===== config.mk =====
export PLATFORM = sky130hd
export DESIGN_NAME = hcbp_back
export DESIGN_NICKNAME = d
export VERILOG_FILES = /design/src/design/hcbp_pkg.sv /design/src/design/hcbp_back.sv
export SDC_FILE = /design/constraint.sdc
export NUM_CORES = 1
export LEC_CHECK = 0
export BUFFER_PORTS_ARGS = -buffer_cell sky130_fd_sc_hd__buf_2
export CORE_ASPECT_RATIO = 0.8
export CORE_MARGIN = 5
export CORE_UTILIZATION = 41
export DETAILED_ROUTE_END_ITERATION = 10
export PLACE_DENSITY = 0.67
export SYNTH_ARGS = -nofsm -noshare
export SYNTH_HDL_FRONTEND = slang
export SYNTH_SLANG_ARGS = --single-unit

===== constraint.sdc =====
create_clock -name clk -period 3.6 [get_ports clk]
set_input_delay 0.54 -clock clk [delete_from_list [all_inputs] [get_ports clk]]
set_output_delay 0.54 -clock clk [all_outputs]
set_load 0.02 [all_outputs]

===== src/design/hcbp_pkg.sv =====
// ----------------------------------------------------------------------------
// hcbp_pkg: shared constants and types of the Huffman code bit packer
// Field layout of the input stream, opcodes, queue sizing, back-end states.
// ----------------------------------------------------------------------------
`default_nettype none

package hcbp_pkg;

	// field widths of the input item
	localparam int SYMBOL_W  = 8;
	localparam int CODE_IN_W = 30;
	localparam int CLEN_W    = 5;
	localparam int BYTE_W    = 8;

	// tdata layout: symbol, code_bits, code_len, zero fill to whole bytes
	localparam int SYM_LSB   = 0;
	localparam int CODE_LSB  = SYM_LSB + SYMBOL_W;
	localparam int CLEN_LSB  = CODE_LSB + CODE_IN_W;
	localparam int FIELDS_W  = CLEN_LSB + CLEN_W;
	localparam int TDATA_W   = ((FIELDS_W + 7) / 8) * 8;

	// parameter defaults
	localparam int MAX_CODE_LEN_DEF = 30;
	localparam int SYMBOLS_DEF      = 256;

	// decoupling queue between front and back
	localparam int QUEUE_DEPTH = 4;
	localparam int LEVEL_W     = $clog2(QUEUE_DEPTH + 1);

	// opcodes carried on tuser
	localparam logic OP_LOAD   = 1'b0;
	localparam logic OP_ENCODE = 1'b1;

	typedef enum logic [1:0] {
		BK_IDLE,
		BK_EMIT,
		BK_FLUSH
	} bk_state_t;

endpackage

`default_nettype wire


===== src/design/hcbp_back.sv =====
// ----------------------------------------------------------------------------
// hcbp_back: bit packing engine
// Appends one code to the pending bits, then emits a full byte per cycle
// unless stalled and, on a final byte, the zero-padded pending byte.
// ----------------------------------------------------------------------------
`default_nettype none

module hcbp_back #(
	parameter int MAX_CODE_LEN = 30
) (
	input  logic                                        clk,
	input  logic                                        arst_n,
	input  logic                                        q_valid,
	input  logic [MAX_CODE_LEN+$clog2(MAX_CODE_LEN+1):0] q_data,
	output logic                                        pop,
	output logic                                        m_axis_tvalid,
	input  logic                                        m_axis_tready,
	output logic [hcbp_pkg::BYTE_W-1:0]                 m_axis_tdata,
	output logic                                        m_axis_tlast,
	output logic                                        m_axis_tuser
);

	import hcbp_pkg::*;

	localparam int LEN_W = $clog2(MAX_CODE_LEN + 1);
	localparam int ACC_W = MAX_CODE_LEN + BYTE_W - 1;
	localparam int TOT_W = $clog2(MAX_CODE_LEN + 2 * BYTE_W);

	bk_state_t state_q;
	bk_state_t state_d;

	logic [MAX_CODE_LEN-1:0] q_code;
	logic [LEN_W-1:0]        q_len;
	logic                    q_fin;

	logic [ACC_W-1:0]  acc_q;
	logic [TOT_W-1:0]  tot_q;
	logic              fin_q;
	logic [BYTE_W-2:0] pend_q;   // right-aligned leftover bits
	logic [2:0]        used_q;

	logic              out_free;
	logic              tot_ge8;
	logic              emit;
	logic [BYTE_W-1:0] emit_byte;
	logic              emit_last;
	logic              emit_eom;
	logic [BYTE_W-1:0] sel_byte;
	logic [BYTE_W-1:0] flush_byte;

	assign {q_fin, q_len, q_code} = q_data;

	assign out_free   = !m_axis_tvalid || m_axis_tready;
	assign tot_ge8    = tot_q >= TOT_W'(BYTE_W);
	assign sel_byte   = BYTE_W'(acc_q >> (tot_q - TOT_W'(BYTE_W)));
	assign flush_byte = {pend_q, 1'b0} << (3'd7 - used_q);

	// next state
	always_comb begin
		state_d = state_q;
		case (state_q)
			BK_IDLE: begin
				if (q_valid) begin
					state_d = BK_EMIT;
				end
			end
			BK_EMIT: begin
				if (!tot_ge8) begin
					state_d = fin_q ? BK_FLUSH : BK_IDLE;
				end
			end
			BK_FLUSH: begin
				if (out_free) begin
					state_d = BK_IDLE;
				end
			end
			default: state_d = BK_IDLE;
		endcase
	end

	// outputs
	always_comb begin
		pop       = 1'b0;
		emit      = 1'b0;
		emit_byte = sel_byte;
		emit_last = 1'b0;
		emit_eom  = 1'b0;
		case (state_q)
			BK_IDLE: begin
				pop = q_valid;
			end
			BK_EMIT: begin
				emit      = tot_ge8 && out_free;
				emit_last = !fin_q && (tot_q < TOT_W'(2 * BYTE_W));
			end
			BK_FLUSH: begin
				emit      = out_free;
				emit_byte = flush_byte;
				emit_last = 1'b1;
				emit_eom  = 1'b1;
			end
			default: ;
		endcase
	end

	always_ff @(posedge clk or negedge arst_n) begin
		if (!arst_n) begin
			state_q       <= BK_IDLE;
			pend_q        <= '0;
			used_q        <= '0;
			m_axis_tvalid <= 1'b0;
		end else begin
			state_q <= state_d;
			if (emit) begin
				m_axis_tvalid <= 1'b1;
			end else if (m_axis_tready) begin
				m_axis_tvalid <= 1'b0;
			end
			if (state_q == BK_EMIT && !tot_ge8) begin
				pend_q <= acc_q[BYTE_W-2:0] & ~({(BYTE_W - 1){1'b1}} << tot_q[2:0]);
				used_q <= tot_q[2:0];
			end else if (state_q == BK_FLUSH && out_free) begin
				pend_q <= '0;
				used_q <= '0;
			end
		end
	end

	always_ff @(posedge clk) begin
		if (pop) begin
			acc_q <= (ACC_W'(pend_q) << q_len) | ACC_W'(q_code);
			tot_q <= TOT_W'(used_q) + TOT_W'(q_len);
			fin_q <= q_fin;
		end else if (state_q == BK_EMIT && emit) begin
			tot_q <= tot_q - TOT_W'(BYTE_W);
		end
		if (emit) begin
			m_axis_tdata <= emit_byte;
			m_axis_tlast <= emit_last;
			m_axis_tuser <= emit_eom;
		end
	end

endmodule

`default_nettype wire


Yosys cells after proc, flatten, opt, wreduce, memory -nomap -nowiden
Cells that the tools add are included.
- flip-flop bits (word level): 67
- bits of input ports: 40
- output and inout bits: 12
- $add $sub $neg: 3
- order comparisons: 2
- eq/ne operators: 5
- shift-type cells: 4
- multiplexer cells: 18
- bitwise gates (word level): 3
- reduce and logical (&&, ||, !) cells: 14
- operators with widths (kind ; count):
    OR 37 x 30 -> 37 bit ; 1
    << shifter 7 x 5 -> 37 bit ; 1
    right shift 37 x 6 -> 8 bit ; 1
    2-to-1 mux 7 bit ; 2
    2-to-1 mux 6 bit ; 2
    2-to-1 mux 2 bit ; 4
    2-to-1 mux 8 bit ; 1
    << shifter 8 x 3 -> 8 bit ; 1
    bitwise AND 7 bit ; 1
    NOT 7 bit ; 1
    << shifter 7 x 3 -> 7 bit, first input constant ; 1
    adder 3 x 5 -> 6 bit ; 1
    >= comparator 6 x 4 -> 1 bit, second input constant ; 1
    < comparator 6 x 5 -> 1 bit, second input constant ; 1
    2-to-1 mux 3 bit ; 2
    inequality test 2 bit, second input constant ; 3
    one-hot mux 2 bit (3 select lines) ; 1
    nonzero test 2 bit ; 3
    subtractor 6 x 4 -> 6 bit, second input constant ; 1
    logical AND 1 bit ; 5
    2-to-1 mux 1 bit ; 4
    one-hot mux 1 bit (2 select lines) ; 2
    logical NOT 1 bit ; 3
    AND reduction 3 bit ; 1
    5 further kinds ; 5

Logic depth before layout (Yosys ltp)
- depth after elaboration: 7
- mapped depth: 9
- gate-level depth less buffers: 8

Worst setup path before layout
No wires, ideal clock.
- path kind: register to register
- start: register tot_q[3]
- end: register m_axis_tdata[0] (netlist bit) (data pin)
- setup time: 0.261 ns
- arrival: 2.136 ns
- required time: 3.339 ns
- path slack: 1.204 ns
- stages on the path, launching flop included: 8
- buffers on the path: 3
- cell sequence: edfxtp_1 inv_1 buf_1 ha_1 clkbuf_1 buf_1 nor2_1 o32a_1
- cells in the longest elaborated chain, start to end: 3
- RTL lines (element ; RTL line ; source):
    from (decl) ; hcbp_back.sv:37 ; logic [TOT_W-1:0] tot_q;
    from (signal assigned) ; hcbp_back.sv:132 ; tot_q <= TOT_W'(used_q) + TOT_W'(q_len);
    from (signal assigned) ; hcbp_back.sv:135 ; tot_q <= tot_q - TOT_W'(BYTE_W);
    subtractor 6 x 4 -> 6 bit ; hcbp_back.sv:55 ; assign sel_byte = BYTE_W'(acc_q >> (tot_q - TOT_W'(BYTE_W)));
    right shift 37 x 6 -> 8 bit ; hcbp_back.sv:55 ;
    2-to-1 mux 8 bit ; hcbp_back.sv:88 ; case (state_q)
    to (signal assigned) ; hcbp_back.sv:138 ; m_axis_tdata <= emit_byte;
    to (decl) ; hcbp_back.sv:18 ; output logic [hcbp_pkg::BYTE_W-1:0] m_axis_tdata,
No other way between the ends.
A chain may end at the register's enable or synchronous reset.

Final worst setup path
- start: register tot_q[0]
- end: register m_axis_tdata[5] (netlist bit) (data pin)
- cells in the longest elaborated chain, start to end: 3
- RTL lines (element ; RTL line ; source):
    subtractor 6 x 4 -> 6 bit ; hcbp_back.sv:55 ;
    right shift 37 x 6 -> 8 bit ; hcbp_back.sv:55 ;
    2-to-1 mux 8 bit ; hcbp_back.sv:88 ;
    net emit_byte[5] ; hcbp_back.sv:45 ; logic [BYTE_W-1:0] emit_byte;
The timed path passes the listed nets, and every way through them passes these cells.

==> flow_metrics.py <==
metrics = {
    "global_route": {
        "grt_max_degree": 42,
        "grt_remaining_overflow": 0,
        "grt_pass1_vias": 3701,
        "antenna_found_initial": 0,
        "grtUsageTotal_pct": 19.0,
        "grt_pass1_wl_um": 20200,
    },
    "place": {
        "dp_hpwl_um": 9960,
        "gp_congestion": 0.883,
        "io_buffers": 51,
    },
    "sta": {
        "clock_skew_ps": 7.34,
        "hold_viol": 0,
        "max-slew-margin-rel_pct": 50.0,
        "rsz0062_at_grt": "false",
        "min_period_ps": 2700,
        "fmax_mhz": 370,
        "period_share_pct": 75.1,
        "tightest_slew_ps": 747,
        "tns_ps": 0,
        "setup_viol": 0,
        "final-max-slew-violation-count": 0,
    },
    "layout": {
        "fill_cells": 1050,
        "finalNetCount": 503,
        "area_growth_syn_to_layout_pct": 13.7,
        "utilization_pct": 47.5,
        "diodes": 0,
        "drive_gt1_share_pct": 26.4,
    },
    "worst_setup_path": {
        "cp_top_family": "multiplexers",
        "path_common_cell": "mux2i_1",
        "slowest_stage": "edfxtp_1",
        "cpPeakStageDelay_ps": 540,
        "crit_arrival_ps": 2790,
        "critical_path_buf_inv_count": 1,
        "required_ps": 3690,
        "crit_path_max_fanout": 24,
        "crit_path_start_kind": "flop",
        "path_cells": "buf_4, mux2i_1, mux2i_1, mux4_2, nand2b_1, a22o_1",
        "end_kind": "flop",
        "crit_type": "flop to flop",
    },
    "pwr": {
        "combPwrFrac_pct": 49.1,
        "pwr-share-clk_pct": 18.9,
        "power.internal_w": 0.00278,
        "p_switching_w": 0.00189,
        "powerDensity_mw_per_mm2": 855,
        "power.leakage_nw": 2.16,
        "p_sw_share_pct": 40.5,
        "p_seq_share_pct": 32.0,
        "vdd_drop_max_v": 0.000297,
    },
    "floorplanning": {
        "die_h_um": 107,
        "core_mm2": 0.0115,
        "die_w_um": 131,
        "die_area_mm2": 0.0140,
        "initial_core_util_pct": 41.8,
        "io_pins": 52,
        "rows": 35,
    },
    "synthesis": {
        "ys_seq_elements": 67,
        "synth_edf_count": 54,
        "ys_top_cells_by_count": "54 x edfxtp_1, 43 x mux2i_1, 33 x nand2_1, 31 x mux4_2, 26 x nor2_1",
        "yosys_warnings": 0,
        "synth_top_area_share_pct": 33.8,
        "ys_seq_area_share_pct": 40.6,
        "syn_nets": 461,
        "synth_ff_type": "edfxtp_1",
        "synthTopCellsByArea": "edfxtp_1 34%, mux4_2 15%, mux2i_1 9.0%",
        "synth_top_cell_by_area": "edfxtp_1",
        "avgSynthCellArea_um2": 11.6,
        "syn_inst": 412,
        "synth_most_common_cell": "edfxtp_1",
        "synthArstFlopShare_pct": 19.4,
        "syn-cell-area_mm2": 0.00480,
        "ys_types": 55,
    },
    "clock_network": {
        "cts.clk_slew.worst_paths_ps": 60,
        "cts-htree-levels": 3,
        "cts.path.max_buffers": 2,
        "cts-root-buf": "clkbuf_16",
        "cts_buffers": 9,
        "post_cts_buffers": 0,
        "clock_latency_ps": 340,
        "cts.repair.resized": 0,
        "cts_tree": "built",
        "cts.sink_count": 67,
        "cts_hold_buf": 0,
    },
    "worst_hold_path": {
        "hp-class": "input port to async pin",
    },
    "route": {
        "drc": 0,
        "detail-route-antenna-nets": 0,
        "drtPass1Iterations": 5,
        "drt_iter0_markers": 327,
        "drt-total-wl_um": 12700,
        "post_drt_wl_per_cell_um": 21.0,
        "num_vias": 3684,
        "vias_per_cell": 6.07,
    },
    "job": {
        "cap_violations": 0,
    },
    "outcome": {
        "outcome": "finished, final reports clean",
    },
}
==> kinds of logic (layout without fill, tap and decap cells) <==
| family | count (synthesis) | after routing | share of synthesized area, % |
|---|---|---|---|
| and+or+nand+nor | 111 | 111 | 11.2 |
| AOI/OAI and AO/OA | 94 | 94 | 14.0 |
| muxes | 86 | 86 | 27.0 |
| DFF | 67 | 67 | 40.6 |
| buffers and inverters | 42 | 89 | 4.22 |
| adders and majority gates | 9 | 9 | 2.50 |
| xor gates and xnor gates | 3 | 3 | 0.548 |
==> stage by stage <==
step	cell area (um2)	hold slack [ps]	instances	power [W]	worst slack (ps)
2_1_floorplan	4800	244	412	0.00316	1200
3_3_place_gp	5150	438	591	0.00372	970
3_5_place_dp	5150	439	591	0.00377	946
4_1_cts	5450	78.5	607	0.00466	917
5_1_grt	5450	98.0	607	0.00494	686
6_report	5450	77.8	607	0.00466	895
==> power groups by stage <==
stage | clock network (W) | logic (W) | registers, W
3_3_place_gp | 0 | 0.00225 | 0.00147
5_1_grt | 0.000926 | 0.00249 | 0.00152
4_1_cts | 0.000894 | 0.00229 | 0.00148
2_1_floorplan | 0 | 0.00172 | 0.00144
3_5_place_dp | 0 | 0.00227 | 0.00149
6_report | 0.000884 | 0.00229 | 0.00149
==> layer usage <==
layer	share of wire (%)	vias to the layer above	track usage, %
li1	-	1689	-
met1	46	1771	28.9
met2	43	196	27.0
met3	8.8	28	3.98
met4	2.1	0	5.87
met5	0	-	0
==> worst paths after layout <==
check | startpoint | to | slack, ps | cells past startpoint
max | tot_q[0] | m_axis_tdata[5] | 900 | 6
min | arst_n | pend_q[4] | 80 | 1
max reg2reg | tot_q[0] | m_axis_tdata[5] | 900 | 6
min reg2reg | state_q[0] | state_q[0] | 550 | 1
max in group asynchronous | arst_n | pend_q[0] | 3300 | 1
min in group clk | q_data[35] | fin_q | 380 | 1
==> worst reg2reg max path: cells and delay by family (launching register included) <==
family	cells	cell delay, ps
mux	3	1170
flops	1	540
simple gates	1	150
compound gates	1	180
buf+inv	1	420
==> cell usage in the layout, fill, tap and decap left out, types with 3 or more instances in the layout <==
master / synthesis / layout
inv_1: 13 / 13
nor4_1: 3 / 3
o311ai_0: 4 / 4
mux4_2: 31 / 31
mux2i_1: 43 / 43
a31oi_1: 5 / 5
nor3_1: 4 / 4
o211ai_1: 3 / 3
mux2_2: 10 / 10
a21oi_1: 8 / 8
ha_1: 8 / 8
nand2_1: 33 / 33
buf_2: 6 / 51
xnor2_1: 3 / 3
o21ai_0: 17 / 17
buf_4: 2 / 9
dfrtp_1: 13 / 13
and2_1: 4 / 4
a22o_1: 6 / 6
nor2b_1: 10 / 10
nor2_1: 26 / 26
a211o_1: 4 / 4
clkbuf_16: 0 / 9
edfxtp_1: 54 / 54
nand2b_1: 8 / 8
o21bai_1: 11 / 11
a21o_1: 16 / 16
nand3_1: 11 / 11
==> layout make-up <==
cell class	instances	area [um2]	area share (%)
Multi-Input combinational cell	303	2650	48.6
Sequential cell	67	1950	35.7
Timing Repair Buffer	60	323	5.92
Clock buffer	9	225	4.13
Tap cell	148	185	3.40
Clock inverter	7	76.3	1.40
Inverter	13	48.8	0.895
==> state kept, by name (all words and copies together) (netlist names) <==
register       count
acc_q             37
m_axis_tdata       8
pend_q             7
tot_q              6
used_q             3
state_q            2
fin_q              1
m_axis_tlast       1
m_axis_tuser       1
m_axis_tvalid      1
Power figures use the tool's default switching activity.
