[src/design/hcbp_pkg.sv]
// ----------------------------------------------------------------------------
// hcbp_pkg: shared constants and types of the Huffman code bit packer
// Field layout of the input stream, opcodes, queue sizing, back-end states.
// ----------------------------------------------------------------------------
`default_nettype none

package hcbp_pkg;

	// field widths of the input item
	localparam int SYMBOL_W  = 8;
	localparam int CODE_IN_W = 30;
	localparam int CLEN_W    = 5;
	localparam int BYTE_W    = 8;

	// tdata layout: symbol, code_bits, code_len, zero fill to whole bytes
	localparam int SYM_LSB   = 0;
	localparam int CODE_LSB  = SYM_LSB + SYMBOL_W;
	localparam int CLEN_LSB  = CODE_LSB + CODE_IN_W;
	localparam int FIELDS_W  = CLEN_LSB + CLEN_W;
	localparam int TDATA_W   = ((FIELDS_W + 7) / 8) * 8;

	// parameter defaults
	localparam int MAX_CODE_LEN_DEF = 30;
	localparam int SYMBOLS_DEF      = 256;

	// decoupling queue between front and back
	localparam int QUEUE_DEPTH = 4;
	localparam int LEVEL_W     = $clog2(QUEUE_DEPTH + 1);

	// opcodes carried on tuser
	localparam logic OP_LOAD   = 1'b0;
	localparam logic OP_ENCODE = 1'b1;

	typedef enum logic [1:0] {
		BK_IDLE,
		BK_EMIT,
		BK_FLUSH
	} bk_state_t;

endpackage

`default_nettype wire

[src/design/hcbp_queue.sv]
// ----------------------------------------------------------------------------
// hcbp_queue: short FIFO between front and back
// Register-based, QUEUE_DEPTH entries, exposes its fill level.
// ----------------------------------------------------------------------------
`default_nettype none

module hcbp_queue #(
	parameter int WIDTH = 8
) (
	input  logic                         clk,
	input  logic                         arst_n,
	input  logic                         push,
	input  logic [WIDTH-1:0]             push_data,
	input  logic                         pop,
	output logic                         q_valid,
	output logic [WIDTH-1:0]             q_data,
	output logic [hcbp_pkg::LEVEL_W-1:0] level
);

	import hcbp_pkg::*;

	localparam int PTR_W = $clog2(QUEUE_DEPTH);

	logic [WIDTH-1:0]   entry_q [QUEUE_DEPTH];
	logic [PTR_W-1:0]   wr_ptr_q;
	logic [PTR_W-1:0]   rd_ptr_q;
	logic [LEVEL_W-1:0] level_q;

	assign q_valid = (level_q != '0);
	assign q_data  = entry_q[rd_ptr_q];
	assign level   = level_q;

	always_ff @(posedge clk or negedge arst_n) begin
		if (!arst_n) begin
			wr_ptr_q <= '0;
			rd_ptr_q <= '0;
			level_q  <= '0;
		end else begin
			if (push) begin
				wr_ptr_q <= wr_ptr_q + PTR_W'(1);
			end
			if (pop) begin
				rd_ptr_q <= rd_ptr_q + PTR_W'(1);
			end
			if (push && !pop) begin
				level_q <= level_q + LEVEL_W'(1);
			end else if (pop && !push) begin
				level_q <= level_q - LEVEL_W'(1);
			end
		end
	end

	always_ff @(posedge clk) begin
		if (push) begin
			entry_q[wr_ptr_q] <= push_data;
		end
	end

endmodule

`default_nettype wire

[config.mk]
export PLATFORM = sky130hd
export DESIGN_NAME = hcbp_queue
export DESIGN_NICKNAME = d
export VERILOG_FILES = /design/src/design/hcbp_pkg.sv /design/src/design/hcbp_queue.sv
export SDC_FILE = /design/constraint.sdc
export NUM_CORES = 1
export LEC_CHECK = 0
export ABC_AREA = 1
export BUFFER_PORTS_ARGS = -buffer_cell sky130_fd_sc_hd__buf_2
export CAP_MARGIN = 20
export CORE_ASPECT_RATIO = 0.5
export CORE_UTILIZATION = 50
export DETAILED_ROUTE_END_ITERATION = 16
export PLACE_DENSITY = 0.71
export SYNTH_ARGS = -nofsm -noshare
export SYNTH_HDL_FRONTEND = slang
export SYNTH_SLANG_ARGS = --single-unit
[constraint.sdc]
create_clock -name clk -period 3.9 [get_ports clk]
set_clock_uncertainty 0.1 [all_clocks]
set_input_delay 0.195 -clock clk [delete_from_list [all_inputs] [get_ports clk]]
set_output_delay 0.195 -clock clk [all_outputs]
set_load 0.005 [all_outputs]
Word-level counts from Yosys, hierarchy flattened. Memory sizes are Yosys's and may differ from the RTL's. Index checks and enable logic that the tools add are counted.

Add/sub/neg operators: 4. Mux-type cells: 4. Reduce and logical (&&, ||, !) cells: 6.

Operators by type and width (number): 3-bit two-way mux (2); 2-bit by 1-bit adder with 2-bit output (second input constant) (2); 3-bit by 1-bit adder with 3-bit output (second input constant) (1); 3-bit nonzero test (1); 3-bit by 1-bit subtractor with 3-bit output (second input constant) (1); 1-bit logical AND (2); 1-bit zero test (2); 1-bit two-way mux (2); 2-bit nonzero test (1).

Register bits after elaboration: 7. Memory bits (writable): 32. Input port bits: 12. Output and inout port bits: 12. Memories: 1.

Memories: entry_q (words 4, bits a word 8, rd ports 1, clocked after memory_dff 0, write ports 1, RTL line hcbp_queue.sv:24) `logic [WIDTH-1:0] entry_q [QUEUE_DEPTH];`.

Depth between registers and ports, before layout. Gate-level depths: netlist (run 1).

Word-level depth: 4. Mapped depth: 9.

Least setup slack after synthesis (run 1). Ideal clock, no wire load.

Path kind: register to register. From: register level_q[0], in the netlist level[0]. To: register level_q[2], in the netlist level[2]. Library setup time: 0.117 ns. Arrival time: 1.099 ns. Required time: 3.683 ns. Path slack: 2.584 ns. Cell stages (with the launch flop): 6. Buffers on the path: 0. Path through: dfrtp_1 -> fa_1 -> nand2_1 -> nand3_1 -> nand2_1 -> nand2_1.

Longest elaborated chain between the ends: 3. Elaborated cells on any way between the ends: 4. Classes of those cells: 2 x add/sub; 2 x mux.

Ends and longest elaborated chain: start: declaration (RTL line hcbp_queue.sv:27) `logic [LEVEL_W-1:0] level_q;`; start signal: assignment (RTL line hcbp_queue.sv:46) `level_q <= level_q + LEVEL_W'(1);`; start signal: assignment (RTL line hcbp_queue.sv:48) `level_q <= level_q - LEVEL_W'(1);`; 3-bit by 1-bit subtractor with 3-bit output (RTL line hcbp_queue.sv:48); 3-bit two-way mux (RTL line hcbp_queue.sv:47) `end else if (pop && !push) begin`; 3-bit two-way mux * (RTL line hcbp_queue.sv:45) `if (push && !pop) begin`.

Every way passes the cells marked *; elsewhere a longest branch is shown, timed or not. The select of a mux whose other input is x is not followed. A chain may end at the register's enable or synchronous reset.

Final worst setup path (run 1).
From: register rd_ptr_q[0]. To: output port q_data[7].

Longest elaborated chain between the ends: 1.

Ends and longest elaborated chain: start: declaration (RTL line hcbp_queue.sv:26) `logic [PTR_W-1:0] rd_ptr_q;`; start signal: assignment (RTL line hcbp_queue.sv:43) `rd_ptr_q <= rd_ptr_q + PTR_W'(1);`; memory read 4 x 8 bit; end: declaration (RTL line hcbp_queue.sv:16) `output logic [WIDTH-1:0] q_data,`.

Every way passes these cells.

==> results of run 1 <==
[worst max-delay path, stage by stage, from the launching register on]
cell	delay (ns)
dfrtp_1	1.00
nand2_1	0.14
o211ai_1	0.13
nand2_1	0.08
buf_2	0.13
[final timing paths]
| path | startpoint | endpoint | slack, ns | cells after the start |
|---|---|---|---|---|
| max reg2reg | rd_ptr_q[0]$_DFFE_PN0P_ | rd_ptr_q[1]$_DFFE_PN0P_ | 2.35 | 2 |
| max | rd_ptr_q[0]$_DFFE_PN0P_ | q_data[7] | 1.83 | 4 |
| min | push_data[1] | entry_q[3][1]$_DFFE_PP_ | 0.02 | 1 |
| min in group asynchronous | arst_n | rd_ptr_q[1]$_DFFE_PN0P_ | 0.17 | 2 |
| min reg2reg | level[2]$_DFFE_PN0P_ | level[2]$_DFFE_PN0P_ | 0.41 | 2 |
| max in group asynchronous | arst_n | level[1]$_DFFE_PN0P_ | 3.37 | 2 |
[cells by family (layout without fill, tap and decap cells)]
family                   after synthesis  after routing  share of synthesized area [%]
AND/OR/NAND/NOR                       41             41                          9.251
XOR/XNOR                               4              4                          2.056
buffers and inverters                 34             60                          9.544
adder cells (fa/ha/maj)                6              6                          4.846
flip-flops                            39             39                          66.67
AO/OA/AOI/OAI                         17             17                          7.636
[report_power, final]
group	switching [uW]	internal, uW	total (uW)
sequential	110	557	666
combinational	205	175	380
clock	134	125	258
total	448	856	1300
[repair_timing]
item                      4_1_cts  5_1_grt
hold buffers                    1        0
hold endpoints to repair        7        0
setup buffers                   0        0
[layer usage]
layer / vias to the layer above / global-route usage (%) / part of all wire (%)
met5: - / 0 / 0
met4: 0 / 7.119 / 2.0
met3: 5 / 7.004 / 5.0
met2: 22 / 25.69 / 45
met1: 447 / 19.25 / 48
li1: 512 / - / -
[flip-flops by register name, indices dropped and copies added, names as in the netlist]
name      flops
rd_ptr_q      2
level         3
wr_ptr_q      2
entry_q      32
[synth_stat cells]
library cell / number
nand2_1: 38
inv_4: 1
fa_1: 1
clkbuf_2: 1
xnor2_1: 1
edfxtp_1: 32
nand3_1: 1
ha_1: 5
o211ai_2: 1
buf_2: 1
nor2_1: 1
o211ai_1: 15
o21ai_1: 1
inv_1: 27
buf_6: 4
nand4_1: 1
xor2_1: 3
dfrtp_1: 7
[final cells by class]
cell class / count / share of cell area [%]
clock buffer: 6 / 3.801
tap: 40 / 2.621
multi-input combinational: 68 / 21.23
sequential: 39 / 59.50
clock inverter: 2 / 0.6553
inverter: 28 / 5.636
timing repair buffer: 24 / 6.553
[metrics by stage]
stage | area, um2 | hold WS (ns) | total power, uW
floorplan | 1704 | -0.2006 | 949.6
global placement | 1814 | -0.05703 | 1048
detailed placement | 1814 | -0.05153 | 1061
CTS | 1909 | 0.008216 | 1320
global route | 1909 | 0.007686 | 1399
finish | 1909 | 0.02193 | 1304
==> results.json, run 1 <==
{
  "synth.top_cells.by_area": "edfxtp_1, dfrtp_1, nand2_1",
  "finalHoldViolCount": 0,
  "synth.cell_area_um2": 1704,
  "cts_tree": "yes",
  "clk_pin_slew_worst_paths_ns": 0.07,
  "height_of_the_die_um": 43.28,
  "placement.setup.worst_slack_ns": 2.154,
  "grt_antenna_before_repair": 0,
  "timing.fmax_mhz": 484.2,
  "cts-htree-levels": 2,
  "gr-total-overflow": 0,
  "ir_worst_vdd_mv": 0.3440,
  "start_util_pct": 54.65,
  "critPathArrivalTime_ns": 1.77,
  "fin_crit_sh_pct": 52.96,
  "post_placement_cell_count": 198,
  "worst-setup-path-type": "flop to primary output",
  "area_growth_syn_to_layout_pct": 12.04,
  "endpoint_kind": "primary output",
  "crit_path_start_kind": "flop",
  "cts_sinks": 39,
  "drc": 0,
  "post-synth-top-area-cell": "edfxtp_1",
  "port_buffers": 23,
  "route.detailed.wl_per_inst_um": 12.27,
  "grt_pass1_vias": 907,
  "regArea_um2": 1136,
  "gp_congestion": 0.6799,
  "drt_iter0_drc": 45,
  "clockRootBuffer": "clkbuf_8",
  "multiInputGateArea_um2": 405.4,
  "drv_cap": 0,
  "final_net_count": 184,
  "detail_route.vias_per_cell": 4.763,
  "post_route_cells_drive_above_1_share_pct": 19.16,
  "stdcell_count": 207,
  "n_antenna_cell": 0,
  "ant_nets": 0,
  "synth_nets": 159,
  "pwr_density_cell_nw_per_um2": 683.2,
  "grt_start_max_net_pins": 35,
  "worstPathMaxFanout": 34,
  "grt_usage_pct": 16.07,
  "timing.final.ws_setup_ns": 1.835,
  "top_level_ports": 24,
  "clk-insertion-delay-late_ns": 0.28,
  "syn_area_per_cell_um2": 12.09,
  "cts_buffers": 5,
  "num_vias": 986,
  "final.fill_count": 260,
  "commonest_cells_after_routing_fill_and_taps_aside": "nand2_1, edfxtp_1, inv_1",
  "row_count": 14,
  "synth_cell_type_count": 18,
  "grt_first_pass_wirelength_mm": 4.036,
  "worst_hold_path_type": "primary input to flop",
  "synth-seq-area-share_pct": 66.67,
  "netlist.area_leader.share_pct": 56.39,
  "die_w_um": 84.56,
  "coreArea_um2": 3118,
  "timing.final.max_slew_violations": 0,
  "hpwlAfterDp_mm": 1.681,
  "slew-limit-headroom_pct": 33.84,
  "worst-endpoint-required_ns": 3.61,
  "overall_routed_net_length_mm": 2.539,
  "total_leakage_power_uw": 0.0008557,
  "firstDrtPassIters": 7,
  "totalNegativeSetupSlack_ns": 0,
  "run_status": "finished clean",
  "finalSetupViolations": 0,
  "cts.path.max_buffers": 2,
  "worst_slew_pin_slew_ns": 0.9925,
  "rsz_0062_raised_after_global_routing": "false",
  "finalCriticalPeriod_ns": 2.065,
  "ys_ff_latch": 39,
  "syn_inst": 141,
  "utilization_pct": 61.24,
  "cts_resized": 0,
  "die-area_um2": 3660,
  "final_common_cell": "nand2_1",
  "synth-warning-count": 0
}
Note: power is estimated with default switching activity, not from simulation.
==> inputs of run 2 (changes only) <==
ABC_AREA = 0   (was 1)
PLACE_DENSITY = 0.72   (was 0.71)
clock period = 2.01 ns   (was 3.9 ns; I/O delays follow)
==> run 2 against run 1 <==
Compared with the run above: count of clock-buffer cells in the layout unchanged; final area increased by 1.1%; die area decreased by 9.2%; flip-flop and latch count unchanged; first-iteration DRC count decreased by 47%.
==> results.json, run 2 <==
{
  "grt_antenna_before_repair": 0,
  "worst-setup-path-type": "primary input to flop",
  "cts-htree-levels": 2,
  "height_of_the_die_um": 41.26,
  "final_net_count": 132,
  "finalCriticalPeriod_ns": 1.837,
  "start_util_pct": 56.08,
  "grt_pass1_vias": 734,
  "slew-limit-headroom_pct": 70.43,
  "fin_crit_sh_pct": 91.37,
  "ir_worst_vdd_mv": 0.8296,
  "synth_commonest_cells": "edfxtp_1, mux4_2, dfrtp_1",
  "ys_dominant_reg_cell": "edfxtp_1",
  "worst_slew_pin_slew_ns": 0.4436,
  "gr-total-overflow": 0,
  "finalHoldViolCount": 0,
  "timing.critical_path.max_delay_family": "buffers and inverters",
  "asyncSetResetFlopFracSynth_pct": 17.95,
  "utilization_pct": 70.23,
  "die-area_um2": 3322,
  "die_w_um": 80.53,
  "synth.cell_area_um2": 1541,
  "area_growth_syn_to_layout_pct": 25.24,
  "dr_wl_met2_mm": 1.267,
  "synth.top_cells.by_area": "edfxtp_1, mux4_2, dfrtp_1",
  "worst-endpoint-required_ns": 2.10,
  "synth_nets": 93,
  "worst_hold_slack_ns": 0.09097,
  "ys_ff_latch": 39,
  "cts_sinks": 39,
  "timing.fmax_mhz": 544.5,
  "commonest_cells_after_routing_fill_and_taps_aside": "edfxtp_1, buf_2, dlygate4sd3_1",
  "synthMostInstantiatedCell": "edfxtp_1",
  "netlist.area_leader.share_pct": 62.34,
  "synth-warning-count": 0,
  "stdcell_count": 152,
  "slowest_cell_on_crit_path": "dlygate4sd3_1",
  "syn_inst": 75,
  "critPathMaxStageDelay_ns": 0.53,
  "worst_hold_path_type": "primary input to asynchronous set/reset pin",
  "num_vias": 758,
  "crit_path_start_kind": "primary input",
  "rsz_0062_raised_after_global_routing": "false",
  "critical_path_cell_list": "dlygate4sd3_1, buf_2, inv_1, ha_1, inv_1, fa_1, xor2_1, nor2_1, xor2_1",
  "total_leakage_power_uw": 0.0007372,
  "worstPathMaxFanout": 3,
  "coreArea_um2": 2749,
  "pwr_density_cell_nw_per_um2": 1366,
  "clk_pin_slew_worst_paths_ns": 0.07,
  "cts_buffers": 5,
  "detail_route.vias_per_cell": 4.987,
  "grt_start_max_net_pins": 13,
  "ant_nets": 0,
  "grt_usage_pct": 17.35,
  "top_level_ports": 24,
  "detailroute.wirelength.met3_um": 101,
  "synth_enable_flop_cells": 32,
  "firstDrtPassIters": 2,
  "post-synth-top-area-cell": "edfxtp_1",
  "final.fill_count": 186,
  "drc": 0,
  "timing.final.max_slew_violations": 0,
  "port_buffers": 23,
  "final_common_cell": "edfxtp_1",
  "overall_routed_net_length_mm": 2.446,
  "endpoint_kind": "flop",
  "grt_first_pass_wirelength_mm": 3.677,
  "n_antenna_cell": 0,
  "uppermost_routed_layer": "met3",
  "clk-insertion-delay-late_ns": 0.27,
  "totalNegativeSetupSlack_ns": 0,
  "post_placement_cell_count": 133,
  "cp.buffers_inverters": 4,
  "hpwlAfterDp_mm": 1.657,
  "post_route_cells_drive_above_1_share_pct": 34.78,
  "drt-met1-wl_mm": 1.078,
  "cts_setup_buffers": 0,
  "syn_area_per_cell_um2": 20.55,
  "row_count": 13,
  "cts.path.max_buffers": 2,
  "register_bank_with_the_most_flops": "entry_q",
  "largest_register_ff_count": 32,
  "cts_tree": "yes",
  "critPathArrivalTime_ns": 1.93,
  "run_status": "finished clean",
  "route.detailed.wl_per_inst_um": 16.09,
  "synth-seq-area-share_pct": 73.70,
  "synth_cell_type_count": 16,
  "drv_cap": 0,
  "drt_iter0_drc": 24,
  "gp_congestion": 0.7034,
  "finalSetupViolations": 0,
  "clockRootBuffer": "clkbuf_8"
}
## run 2: repair_timing
action	in CTS	in global routing
hold buffers	11	0
endpoints found under the hold margin	42	0
endpoints found under the setup margin	0	4
gates resized for setup	0	1
## run 2: logic make-up after synthesis
logic type                 after synthesis  synth area share [%]
xor gates and xnor gates                 6                 3.409
buffers and inverters                    6                 2.029
and+or+nand+nor                          8                 2.760
DFF                                     39                 73.70
muxes                                    9                 12.42
AOI/OAI and AO/OA                        1                0.3244
adders and majority gates                6                 5.357
## run 2: path summary, 6_finish.rpt
check | startpoint | to | slack (ns) | depth (start not counted)
worst max register to register | level[0]$_DFFE_PN0P_ | level[2]$_DFFE_PN0P_ | 0.47 | 4
worst max-delay path | pop | level[2]$_DFFE_PN0P_ | 0.17 | 9
min in group clk | level[2]$_DFFE_PN0P_ | level[2]$_DFFE_PN0P_ | 0.42 | 1
worst min register to register | level[2]$_DFFE_PN0P_ | level[2]$_DFFE_PN0P_ | 0.42 | 1
max in group asynchronous | arst_n | rd_ptr_q[0]$_DFFE_PN0P_ | 1.54 | 2
worst min-delay path | arst_n | wr_ptr_q[1]$_DFFE_PN0P_ | 0.09 | 2
## run 2: power by group
group	total, uW	internal [uW]	leakage, uW	switching [uW]
combinational	634	376	0.000297	258
clock	742	496	0.0000654	246
sequential	1260	1090	0.000375	175
total	2640	1960	0.000737	679
## run 2: final cells by class
class	instances	area, um2	area share [%]
Sequential cell	39	1137	58.91
Multi-Input combinational cell	30	374.1	19.38
Timing Repair Buffer	34	225.2	11.67
Clock buffer	6	72.57	3.759
Clock inverter	2	60.06	3.111
Tap cell	37	46.29	2.398
Inverter	4	15.01	0.7777
## run 2: per-layer routing
layer | vias to the layer above | global-route usage, %
li1 | 361 | -
met1 | 380 | 19.27
met2 | 17 | 32.63
met3 | 0 | 8.000
met4 | 0 | 2.679
met5 | - | 0
## run 2: metrics by stage
step                      total power, uW  setup slack (ns)  cell area [um2]
after global routing                 2794            0.1145             1931
final                                2637            0.1735             1931
after global placement               1851            0.4166             1687
after floorplan                      1668            0.6036             1541
after detailed placement             1905            0.3646             1687
after CTS                            2665           0.05455             1929
==> inputs of run 3 (changes only) <==
CTS_CLUSTER_SIZE = 8   (was not set)
PLACE_DENSITY = 0.75   (was 0.72)
==> run 3 against run 2 <==
Compared with the run above: count of clock-buffer cells in the layout down 1; final cell count unchanged; largest cell class unchanged; highest routed layer unchanged; utilization down 0.73 points; first-iteration DRC count up 25%; non-clock buffer count unchanged; register-to-register slack about the same.
==> results.json, run 3 (synthesis gave the netlist of run 2 again) <==
{
  "run_status": "finished clean",
  "cts_sinks": 39,
  "n_antenna_cell": 0,
  "drt_iter0_drc": 30,
  "port_buffers": 23,
  "endpoint_kind": "flop",
  "grt_usage_pct": 17.50,
  "total_leakage_power_uw": 0.0007299,
  "finalSetupViolations": 0,
  "worst_slew_pin_slew_ns": 0.4440,
  "die-area_um2": 3322,
  "drv_cap": 0,
  "die_w_um": 80.53,
  "crit_path_start_kind": "primary input",
  "area_growth_syn_to_layout_pct": 23.94,
  "cts.path.max_buffers": 2,
  "worst_hold_slack_ns": 0.07857,
  "grt_pass1_vias": 761,
  "regArea_um2": 1137,
  "cts_tree": "yes",
  "final_net_count": 132,
  "grt_first_pass_wirelength_mm": 3.601,
  "cts_buffers": 5,
  "worst-endpoint-required_ns": 2.10,
  "critical_path_cell_list": "dlygate4sd3_1, buf_2, inv_1, ha_1, inv_1, fa_1, xor2_1, nor2_1, xor2_1",
  "commonest_cells_after_routing_fill_and_taps_aside": "edfxtp_1, buf_2, dlygate4sd3_1",
  "register_bank_with_the_most_flops": "entry_q",
  "fin_crit_sh_pct": 92.12,
  "finalCriticalPeriod_ns": 1.852,
  "worst_hold_path_type": "primary input to asynchronous set/reset pin",
  "slowest_cell_on_crit_path": "dlygate4sd3_1",
  "start_util_pct": 56.08,
  "timing.fmax_mhz": 540.1,
  "critPathMaxStageDelay_ns": 0.54,
  "post_route_cells_drive_above_1_share_pct": 35.65,
  "detail_route.vias_per_cell": 5.059,
  "clk-insertion-delay-late_ns": 0.28,
  "slew-limit-headroom_pct": 70.40,
  "cts_setup_buffers": 0,
  "setup.worst_path.start": "pop",
  "clockRootBuffer": "clkbuf_8",
  "totalNegativeSetupSlack_ns": 0,
  "final.fill_count": 173,
  "reg_to_reg_start": "level[0]$_DFFE_PN0P_",
  "worstPathMaxFanout": 3,
  "row_count": 13,
  "total_power_uw": 2519,
  "largest_register_ff_count": 32,
  "gp_congestion": 0.7210,
  "num_vias": 769,
  "height_of_the_die_um": 41.26,
  "ant_nets": 0,
  "multiInputGateArea_um2": 374.1,
  "top_level_ports": 24,
  "grt_start_max_net_pins": 14,
  "cts-htree-levels": 2,
  "finalHoldViolCount": 0,
  "worst-setup-path-type": "primary input to flop",
  "route.detailed.wl_per_inst_um": 15.63,
  "ir_worst_vdd_mv": 0.8129,
  "gr-total-overflow": 0,
  "rsz_0062_raised_after_global_routing": "false",
  "drc": 0,
  "pwr_density_cell_nw_per_um2": 1318,
  "overall_routed_net_length_mm": 2.376,
  "timing.final.max_slew_violations": 0,
  "coreArea_um2": 2749,
  "hpwlAfterDp_mm": 1.674,
  "firstDrtPassIters": 4,
  "final_common_cell": "edfxtp_1",
  "critPathArrivalTime_ns": 1.95,
  "grt_antenna_before_repair": 0,
  "clk_pin_slew_worst_paths_ns": 0.07
}
[run 3: final timing paths]
check	endpoint	slack, ns	cells after the start
worst max-delay path	level[2]$_DFFE_PN0P_	0.16	9
worst min-delay path	rd_ptr_q[1]$_DFFE_PN0P_	0.08	2
worst max register to register	level[2]$_DFFE_PN0P_	0.46	4
worst min register to register	level[2]$_DFFE_PN0P_	0.43	1
max in group asynchronous	rd_ptr_q[0]$_DFFE_PN0P_	1.55	2
min in group clk	level[2]$_DFFE_PN0P_	0.43	1
[run 3: layout make-up]
class,count,share of cell area [%]
Sequential cell,39,59.53
Multi-Input combinational cell,30,19.58
Timing Repair Buffer,34,11.79
Clock buffer,5,3.602
Tap cell,37,2.423
Clock inverter,3,2.292
Inverter,4,0.7859
[run 3: per-layer routing]
layer / part of all wire (%) / wire [um] / track usage, %
met1: 42 / 1001 / 17.95
met2: 53 / 1253 / 33.90
met3: 5.1 / 121 / 8.000
met4: 0 / 0 / 5.357
met5: 0 / 0 / 0
[run 3: repair_timing]
item                       CTS  global route
hold endpoints to repair    42             0
hold buffers                11             0
resized for setup            0             1
setup endpoints to repair    0             6
[run 3: critical path, delay by kind of cell]
family / cells / cell delay (ns)
xor+xnor: 2 / 0.35
fa+ha+maj: 2 / 0.55
buf+inv: 4 / 0.81
simple gates: 1 / 0.13
[run 3: through the flow]
step | setup slack (ns) | instance area [um2] | utilization (%) | cells
after detailed placement | 0.3937 | 1687 | 61.36 | 133
after global placement | 0.4152 | 1687 | 61.36 | 133
after CTS | 0.08481 | 1909 | 69.46 | 152
after global routing | 0.08133 | 1911 | 69.50 | 152
final | 0.1585 | 1911 | 69.50 | 152
after floorplan | 0.6036 | 1541 | - | 75
[run 3: power by group]
group	leakage [uW]	internal, uW	switching, uW
logic	0.000297	378	259
clock network	0.0000581	369	255
registers	0.000375	1090	173
total	0.000730	1830	686
